**src/rtl/drx_pkg.sv**
```systemverilog
// Shared types, register codes and constants of the dirty rectangle extractor.
// Used by the top level, the result queue and the port checker.
package drx_pkg;

  localparam int unsigned PIXEL_W      = 32;
  localparam int unsigned PIX_BYTES_W  = 3;
  localparam int unsigned GAP_W        = 8;
  localparam int unsigned HEIGHT_W     = 12;
  localparam int unsigned CFG_IDX_W    = 2;
  localparam int unsigned CFG_DATA_W   = 12;
  localparam int unsigned POS_W        = 12;
  localparam int unsigned SIZE_W       = 13;
  localparam int unsigned IN_DATA_W    = 64;
  localparam int unsigned OUT_DATA_W   = 56;
  localparam int unsigned OUT_PAD_W    = OUT_DATA_W - 2 * POS_W - 2 * SIZE_W;

  localparam int unsigned DEF_MAX_WIDTH  = 4096;
  localparam int unsigned DEF_MAX_HEIGHT = 4096;

  localparam logic [PIX_BYTES_W-1:0] PIX_BYTES_RST    = 3'd4;
  localparam logic [GAP_W-1:0]       GAP_LIMIT_RST    = 8'd3;
  localparam logic [HEIGHT_W-1:0]    HEIGHT_LIMIT_RST = 12'd20;

  // Result queue: deep enough to take the two results one beat can cause.
  localparam int unsigned FIFO_DEPTH = 4;
  localparam int unsigned FIFO_PTR_W = 2;
  localparam int unsigned FIFO_CNT_W = 3;

  typedef enum logic [CFG_IDX_W-1:0] {
    REG_PIXEL_BYTES  = 2'd0,
    REG_GAP_LIMIT    = 2'd1,
    REG_HEIGHT_LIMIT = 2'd2
  } cfg_reg_e;

  typedef struct packed {
    logic              last_rect;
    logic              no_change;
    logic [SIZE_W-1:0] rect_height;
    logic [SIZE_W-1:0] rect_width;
    logic [POS_W-1:0]  rect_y;
    logic [POS_W-1:0]  rect_x;
  } rect_t;

  // Low bytes of a pixel that take part in the compare.
  function automatic logic [PIXEL_W-1:0] byte_mask(input logic [PIX_BYTES_W-1:0] pix_bytes);
    logic [PIXEL_W-1:0] mask;
    case (pix_bytes) inside
      3'd0, 3'd1: mask = 32'h0000_00FF;
      3'd2:       mask = 32'h0000_FFFF;
      3'd3:       mask = 32'h00FF_FFFF;
      default:    mask = 32'hFFFF_FFFF;
    endcase
    return mask;
  endfunction

endpackage

```
**src/rtl/drx_out_fifo.sv**
```systemverilog
// Small result queue between the line tracker and the output stream.
// Takes up to two results per cycle and hands out one per beat; uses drx_pkg.
module drx_out_fifo (
  input  logic                            clk_i,
  input  logic                            rst_ni,
  input  logic [1:0]                      push_n_i,
  input  drx_pkg::rect_t                  data0_i,
  input  drx_pkg::rect_t                  data1_i,
  input  logic                            pop_i,
  output logic                            space2_o,
  output logic                            valid_o,
  output drx_pkg::rect_t                  data_o
);

  drx_pkg::rect_t                    mem_q [drx_pkg::FIFO_DEPTH];
  logic [drx_pkg::FIFO_PTR_W-1:0]    wr_q, wr_d, rd_q, rd_d, wr_nxt;
  logic [drx_pkg::FIFO_CNT_W-1:0]    cnt_q, cnt_d;
  logic                              do_pop;

  assign wr_nxt  = wr_q + drx_pkg::FIFO_PTR_W'(1);
  assign valid_o = (cnt_q != '0);
  assign do_pop  = pop_i & valid_o;
  assign data_o  = mem_q[rd_q];
  assign space2_o = (cnt_q <= drx_pkg::FIFO_CNT_W'(drx_pkg::FIFO_DEPTH - 2));

  always_comb begin
    wr_d  = wr_q + drx_pkg::FIFO_PTR_W'(push_n_i);
    rd_d  = rd_q + drx_pkg::FIFO_PTR_W'(do_pop);
    cnt_d = cnt_q + drx_pkg::FIFO_CNT_W'(push_n_i) - drx_pkg::FIFO_CNT_W'(do_pop);
  end

  always_ff @(posedge clk_i or negedge rst_ni) begin
    if (!rst_ni) begin
      wr_q  <= '0;
      rd_q  <= '0;
      cnt_q <= '0;
    end else begin
      wr_q  <= wr_d;
      rd_q  <= rd_d;
      cnt_q <= cnt_d;
    end
  end

  always_ff @(posedge clk_i) begin
    if (push_n_i != 2'd0) begin
      mem_q[wr_q] <= data0_i;
    end
    if (push_n_i == 2'd2) begin
      mem_q[wr_nxt] <= data1_i;
    end
  end

endmodule

```
**src/rtl/dirty_rectangle_extractor.sv**
```systemverilog
// Dirty rectangle extractor: takes one (new, old) pixel pair per beat and emits the
// changed rectangles of each frame. Depends on drx_pkg and drx_out_fifo.
//
// The block takes one pixel beat in every clock cycle while s_axis_tready is high.
// Its line and rectangle state is updated in the cycle of the beat, and the results
// that a line end causes (at most two: a rectangle split off and the frame's final
// result) enter a four-entry result queue that drives the output. s_axis_tready is
// low only while that queue holds more than two results, which happens only when
// the output side stalls. A frame without any change gives one result with tuser
// (no_change) set and zero geometry; the final result of each frame carries tlast.
// Configuration registers are written through cfg_we_i, cfg_idx_i and cfg_data_i;
// the user must do so only while the stream is idle; the block does not enforce it.
module dirty_rectangle_extractor #(
  parameter int unsigned MAX_WIDTH  = drx_pkg::DEF_MAX_WIDTH,
  parameter int unsigned MAX_HEIGHT = drx_pkg::DEF_MAX_HEIGHT
) (
  input  logic                                clk_i,
  input  logic                                rst_ni,
  input  logic                                cfg_we_i,
  input  logic [drx_pkg::CFG_IDX_W-1:0]       cfg_idx_i,
  input  logic [drx_pkg::CFG_DATA_W-1:0]      cfg_data_i,
  input  logic                                s_axis_tvalid,
  output logic                                s_axis_tready,
  // [31:0] new_pixel, [63:32] old_pixel
  input  logic [drx_pkg::IN_DATA_W-1:0]       s_axis_tdata,
  // [0] end_of_line
  input  logic                                s_axis_tuser,
  input  logic                                s_axis_tlast,
  output logic                                m_axis_tvalid,
  input  logic                                m_axis_tready,
  // [11:0] rect_x, [23:12] rect_y, [36:24] rect_width, [49:37] rect_height, zeros above
  output logic [drx_pkg::OUT_DATA_W-1:0]      m_axis_tdata,
  // [0] no_change
  output logic                                m_axis_tuser,
  output logic                                m_axis_tlast
);

  localparam int unsigned CW = (MAX_WIDTH > 1) ? $clog2(MAX_WIDTH) : 1;
  localparam int unsigned LW = (MAX_HEIGHT > 1) ? $clog2(MAX_HEIGHT) : 1;
  localparam int unsigned SW = (CW > drx_pkg::SIZE_W) ? CW : drx_pkg::SIZE_W;
  localparam int unsigned TW = (LW > drx_pkg::SIZE_W) ? LW : drx_pkg::SIZE_W;
  localparam int unsigned GW = (LW > drx_pkg::GAP_W) ? LW : drx_pkg::GAP_W;
  localparam int unsigned HW = (LW > drx_pkg::HEIGHT_W) ? LW : drx_pkg::HEIGHT_W;

  logic [drx_pkg::PIX_BYTES_W-1:0] pix_bytes_q;
  logic [drx_pkg::GAP_W-1:0]       gap_limit_q;
  logic [drx_pkg::HEIGHT_W-1:0]    height_limit_q;

  logic [CW-1:0] col_q, col_d, line_left_q, line_left_d, line_right_q, line_right_d;
  logic [CW-1:0] rect_left_q, rect_left_d, rect_right_q, rect_right_d;
  logic [LW-1:0] line_q, line_d, rect_start_q, rect_start_d, rect_last_q, rect_last_d;
  logic          line_diff_q, line_diff_d, rect_open_q, rect_open_d;

  logic                 accept, pix_diff, line_end, split, gap_over, span_over, space2;
  logic [1:0]           push_n;
  drx_pkg::rect_t       split_rect, final_rect, fifo_d0, fifo_out;
  logic [drx_pkg::PIXEL_W-1:0] new_pix, old_pix;

  function automatic drx_pkg::rect_t make_rect(input logic [CW-1:0] left,
                                               input logic [CW-1:0] right,
                                               input logic [LW-1:0] top,
                                               input logic [LW-1:0] bottom,
                                               input logic          last);
    drx_pkg::rect_t r;
    logic [SW-1:0]  w;
    logic [TW-1:0]  h;
    w             = SW'(right) - SW'(left) + SW'(1);
    h             = TW'(bottom) - TW'(top) + TW'(1);
    r.rect_x      = drx_pkg::POS_W'(left);
    r.rect_y      = drx_pkg::POS_W'(top);
    r.rect_width  = w[drx_pkg::SIZE_W-1:0];
    r.rect_height = h[drx_pkg::SIZE_W-1:0];
    r.no_change   = 1'b0;
    r.last_rect   = last;
    return r;
  endfunction

  // Configuration registers.
  always_ff @(posedge clk_i or negedge rst_ni) begin
    if (!rst_ni) begin
      pix_bytes_q    <= drx_pkg::PIX_BYTES_RST;
      gap_limit_q    <= drx_pkg::GAP_LIMIT_RST;
      height_limit_q <= drx_pkg::HEIGHT_LIMIT_RST;
    end else if (cfg_we_i) begin
      case (cfg_idx_i)
        drx_pkg::REG_PIXEL_BYTES:  pix_bytes_q    <= cfg_data_i[drx_pkg::PIX_BYTES_W-1:0];
        drx_pkg::REG_GAP_LIMIT:    gap_limit_q    <= cfg_data_i[drx_pkg::GAP_W-1:0];
        drx_pkg::REG_HEIGHT_LIMIT: height_limit_q <= cfg_data_i[drx_pkg::HEIGHT_W-1:0];
        default: ;
      endcase
    end
  end

  assign s_axis_tready = space2;
  assign accept        = s_axis_tvalid & s_axis_tready;
  assign new_pix       = s_axis_tdata[drx_pkg::PIXEL_W-1:0];
  assign old_pix       = s_axis_tdata[drx_pkg::IN_DATA_W-1:drx_pkg::PIXEL_W];
  assign pix_diff      = |((new_pix ^ old_pix) & drx_pkg::byte_mask(pix_bytes_q));
  assign line_end      = s_axis_tuser | s_axis_tlast;

  // The current line never lies above the rectangle's last line, so both
  // differences are taken without sign.
  assign gap_over  = (GW'(line_q) - GW'(rect_last_q)) > GW'(gap_limit_q);
  assign span_over = (HW'(rect_last_q) - HW'(rect_start_q)) > HW'(height_limit_q);

  always_comb begin
    col_d        = col_q;
    line_d       = line_q;
    line_diff_d  = line_diff_q;
    line_left_d  = line_left_q;
    line_right_d = line_right_q;
    rect_open_d  = rect_open_q;
    rect_start_d = rect_start_q;
    rect_last_d  = rect_last_q;
    rect_left_d  = rect_left_q;
    rect_right_d = rect_right_q;
    split        = 1'b0;
    split_rect   = make_rect(rect_left_q, rect_right_q, rect_start_q, rect_last_q, 1'b0);
    final_rect   = '0;
    push_n       = 2'd0;

    if (accept) begin
      if (pix_diff) begin
        if (!line_diff_q) begin
          line_left_d = col_q;
        end
        line_diff_d  = 1'b1;
        line_right_d = col_q;
      end

      if (line_end) begin
        if (line_diff_d) begin
          if (!rect_open_q) begin
            rect_open_d  = 1'b1;
            rect_start_d = line_q;
            rect_left_d  = line_left_d;
            rect_right_d = line_right_d;
          end else if (gap_over || span_over) begin
            split        = 1'b1;
            rect_start_d = line_q;
            rect_left_d  = line_left_d;
            rect_right_d = line_right_d;
          end else begin
            if (line_left_d < rect_left_q) begin
              rect_left_d = line_left_d;
            end
            if (line_right_d > rect_right_q) begin
              rect_right_d = line_right_d;
            end
          end
          rect_last_d = line_q;
        end
        col_d        = '0;
        line_diff_d  = 1'b0;
        line_left_d  = '0;
        line_right_d = '0;
        if (line_q < LW'(MAX_HEIGHT - 1)) begin
          line_d = line_q + LW'(1);
        end

        if (s_axis_tlast) begin
          if (rect_open_d) begin
            final_rect = make_rect(rect_left_d, rect_right_d, rect_start_d, rect_last_d, 1'b1);
          end else begin
            final_rect           = '0;
            final_rect.no_change = 1'b1;
            final_rect.last_rect = 1'b1;
          end
          rect_open_d  = 1'b0;
          rect_start_d = '0;
          rect_last_d  = '0;
          rect_left_d  = '0;
          rect_right_d = '0;
          line_d       = '0;
        end
      end else if (col_q < CW'(MAX_WIDTH - 1)) begin
        col_d = col_q + CW'(1);
      end

      push_n = 2'(split) + 2'(line_end & s_axis_tlast);
    end
  end

  assign fifo_d0 = split ? split_rect : final_rect;

  always_ff @(posedge clk_i or negedge rst_ni) begin
    if (!rst_ni) begin
      col_q        <= '0;
      line_q       <= '0;
      line_diff_q  <= 1'b0;
      line_left_q  <= '0;
      line_right_q <= '0;
      rect_open_q  <= 1'b0;
      rect_start_q <= '0;
      rect_last_q  <= '0;
      rect_left_q  <= '0;
      rect_right_q <= '0;
    end else begin
      col_q        <= col_d;
      line_q       <= line_d;
      line_diff_q  <= line_diff_d;
      line_left_q  <= line_left_d;
      line_right_q <= line_right_d;
      rect_open_q  <= rect_open_d;
      rect_start_q <= rect_start_d;
      rect_last_q  <= rect_last_d;
      rect_left_q  <= rect_left_d;
      rect_right_q <= rect_right_d;
    end
  end

  drx_out_fifo u_out_fifo (
    .clk_i    (clk_i),
    .rst_ni   (rst_ni),
    .push_n_i (push_n),
    .data0_i  (fifo_d0),
    .data1_i  (final_rect),
    .pop_i    (m_axis_tready),
    .space2_o (space2),
    .valid_o  (m_axis_tvalid),
    .data_o   (fifo_out)
  );

  assign m_axis_tdata = {{drx_pkg::OUT_PAD_W{1'b0}}, fifo_out.rect_height,
                         fifo_out.rect_width, fifo_out.rect_y, fifo_out.rect_x};
  assign m_axis_tuser = fifo_out.no_change;
  assign m_axis_tlast = fifo_out.last_rect;

endmodule

```
**config.mk**
```make
export PLATFORM = sky130hd
export DESIGN_NAME = dirty_rectangle_extractor
export DESIGN_NICKNAME = d
export VERILOG_FILES = /design/src/rtl/drx_pkg.sv /design/src/rtl/drx_out_fifo.sv /design/src/rtl/dirty_rectangle_extractor.sv
export SDC_FILE = /design/constraint.sdc
export NUM_CORES = 1
export LEC_CHECK = 0
export BUFFER_PORTS_ARGS = -buffer_cell sky130_fd_sc_hd__buf_2
export CELL_PAD_IN_SITES_DETAIL_PLACEMENT = 2
export CELL_PAD_IN_SITES_GLOBAL_PLACEMENT = 2
export CORE_ASPECT_RATIO = 1.25
export CORE_MARGIN = 5
export CORE_UTILIZATION = 46
export CTS_CLUSTER_DIAMETER = 50
export DETAILED_ROUTE_END_ITERATION = 7
export GPL_ROUTABILITY_DRIVEN = 0
export PLACE_DENSITY_LB_ADDON = 0.1
export SETUP_SLACK_MARGIN = 0.3
export SLEW_MARGIN = 10
export SYNTH_ARGS = -nofsm -noshare
export SYNTH_HDL_FRONTEND = slang
export SYNTH_HIERARCHICAL = 1
export SYNTH_SLANG_ARGS = --single-unit
```
**constraint.sdc**
```tcl
create_clock -name clk_i -period 17.51 [get_ports clk_i]
set_clock_uncertainty 0.15 [all_clocks]
set_input_delay 3.502 -clock clk_i [delete_from_list [all_inputs] [get_ports clk_i]]
set_output_delay 3.502 -clock clk_i [all_outputs]
set_load 0.01 [all_outputs]
```
==> impl_results.md <==
* Max stage delay cell, worst path: a211o_1
* Drt drc at 0
* Port bufs at around 140
* Synth Area per Inst at between 10 and 15 µm²
* Mapped cell area at ~22000 µm²
* Worst hold path type: reg -> reg
* CTS tree: yes
* CTS H-tree lvls at 2
* CP Max Fanout at 20
* Crit path top cell by count: o21ai_0
* Status: finished, final reports clean
* CP required at approximately 18000 ps
* Final setup viols at 0
* Most used DFF post-synth: edfxtp_1
* Final antenna-violating net count at 0
* CTS root buf: clkbuf_16
* Final period utilization at 0.684
* Synth top area cells: edfxtp_1, dfrtp_1, mux2_2, ha_1, mux4_2
* GRT Overall Usage at 0.277
* Multi-input logic area at 11800 µm²
* Cts hold-fix bufs at 0
* Global route overflow at 0
* Synth Warn # at 6
* Post-CTS Setup Inserts at 0
* Max-slew violations at 0
* Sequential share of the synthesized area at 0.426
* Final WL at 72800 µm
* Clock buffer count from CTS at 44
* Fin crit period at approximately 12000 ps
* Die H at approximately 260 µm
* # IOs at 145
* Fill count at 4722
* DPL Wire Length at between 40000 and 50000 µm
* Worst-Margin Slew at ~1100 ps
* Flops & latches, synth at about 340
* EDFF count, synth at around 210
* Maximum vdd ir drop at 126 µV
* Vias in the first global route at ~18000
* Via count at about 16000
* Cts repair resizes at 0
* Post-synthesis cell count at approximately 1800
* Area grow syn2layout at 12.4%
* Row cnt at 90
* Worst-skew pair later-pin latency at approximately 580 ps
* Share of the synthesized area in the top cell type at 0.281
* Initial antenna violation count at 3
* Core region area at about 48000 µm²
* Crit. End Element: flip-flop
* Startpoint Class: input port
* Die X at around 210 µm
* Synth area leader: edfxtp_1
* Nets at approximately 2200
* Number of library cell types mapped by synthesis at between 80 and 90
* Clk pin slew, worst setup/hold paths at around 60 ps
* Final Hold Fails at 0
* Clock sink count at between 300 and 400
* TNS Setup at 0 ps
* Share of cells above drive strength 1 at 0.287
* Register area at 9460 µm²
* Pwr per Cell Area at ~210 nW/µm²
* Initial core utilization at 0.463
* DRT Pass-1 Iters at 5
* Ys async rst share at 0.381
* First-pass GRT wire length at between 100000 and 150000 µm
* Fmax at 83.5 MHz
* Die area at ~53000 µm²
* CP Data Arrival Time at about 12000 ps
* Routed WL per cell at approximately 28 µm
* RSZ-0062 raised after global routing: no
* Post-layout util at 0.520
* Vias/cell at between 5 and 6
* Initial drt markers at slightly below 900
* CTS max path bufs at 3
* P_leak at between 10 and 15 nW
* Worst path max stage delay at approximately 850 ps
* Worst Setup Path Type: in -> reg
* Largest net degree at the start of global routing at 76
* Max-capacitance violation count at 0
* Slew HR at 0.238
[synth_stat cells, types with 22 or more instances]
master,number
a21o_1,24
a21oi_1,61
buf_2,25
clkbuf_1,32
dfrtp_1,123
edfxtp_1,208
ha_1,154
inv_1,138
mux2_2,210
mux2_4,50
mux2i_1,62
mux4_2,52
nand2_1,82
nor2_1,109
nor3_1,22
o21ai_0,79
o22ai_1,26
o2bb2ai_1,22
xnor2_1,41
xor2_1,58
[routing by layer]
| metal | track usage | vias up | routed length [µm] |
|---|---|---|---|
| li1 | - | 7045 | - |
| met1 | 0.359 | 8261 | 30300 |
| met2 | 0.477 | 433 | 36600 |
| met3 | 0.0554 | 104 | 4240 |
| met4 | 0.0647 | 4 | 1590 |
| met5 | 0 | - | 25 |
[per-stage QoR]
stage	hold WS, ps	cells	setup slack [ps]	cell area, µm²	power (mW)
final	341	2643	5530	24900	5.35
after global routing	362	2641	4940	24900	5.66
after CTS	345	2641	5560	24900	5.36
after detailed placement	329	2560	5030	23400	4.27
after global placement	313	2560	5690	23400	4.04
after floorplan	299	1848	5600	22200	3.26
[state kept, by name, summed over array words and instances (netlist names)]
name / flops
col_q: 12
u_out_fifo/wr_q: 2
line_q: 12
line_left_q: 12
height_limit_q: 12
rect_start_q: 12
u_out_fifo/mem_q: 208
rect_last_q: 12
gap_limit_q: 8
line_right_q: 12
u_out_fifo/cnt_q: 3
rect_right_q: 12
rect_open_q: 1
u_out_fifo/rd_q: 2
rect_left_q: 12
line_diff_q: 1
pix_bytes_q: 3
[report_power, final]
group          internal [mW]  leakage, nW  switching, mW
Clock                  0.598        0.747          0.375
Sequential              1.05         3.66          0.133
Combinational           1.27         6.17           1.92
[layout make-up]
class,count,share of cell area
clock buffer,55,0.0487
sequential,336,0.379
multi-input combinational,1285,0.471
antenna,2,0.000201
clock inverter,26,0.0135
timing repair buffer,157,0.0337
inverter,138,0.0208
tap,644,0.0323
[path summary, 6_finish.rpt]
kind                                                   from                                 to  slack, ps  cells after the start
worst max-delay path                       s_axis_tdata[44]  u_out_fifo/mem_q[2][35]$_DFFE_PP_       5530                     33
worst min-delay path             line_left_q[7]$_DFFE_PN0P_         line_left_q[7]$_DFFE_PN0P_        340                      2
worst max register to register  rect_start_q[1]$_DFFE_PN0P_  u_out_fifo/mem_q[2][35]$_DFFE_PP_       8380                     33
worst min register to register   line_left_q[7]$_DFFE_PN0P_         line_left_q[7]$_DFFE_PN0P_        340                      2
max in group asynchronous                            rst_ni        rect_left_q[10]$_DFFE_PN0P_      12920                      2
min in group asynchronous                            rst_ni       u_out_fifo/rd_q[0]$_DFF_PN0_       2740                      1
[kinds of logic after synthesis]
kind of cell,after synthesis,synth area share
muxes,377,0.223
and+or+nand+nor,339,0.0755
DFF,336,0.426
AOI/OAI and AO/OA,295,0.0887
buffers and inverters,227,0.0474
adders and majority gates,169,0.100
xor gates and xnor gates,99,0.0391
other,1,0.000169
[worst max-delay path: cells and delay by family]
| family | cells | cell delay (ps) |
|---|---|---|
| AOI/OAI and AO/OA | 16 | 3840 |
| xor gates and xnor gates | 1 | 190 |
| adders and majority gates | 4 | 1170 |
| buffers and inverters | 4 | 360 |
| muxes | 3 | 1150 |
| and+or+nand+nor | 5 | 1930 |
[cell usage in the layout, fill, tap and decap left out, types with 58 or more instances in the layout]
master and count:
mux2_2 210, ha_1 154, dfrtp_1 121, edfxtp_1 208
inv_1 138, nor2_1 107, buf_2 137, xor2_1 58
mux2i_1 62, nand2_1 82, a21oi_1 60, o21ai_0 78
Note: power is estimated with default switching activity, not from simulation.
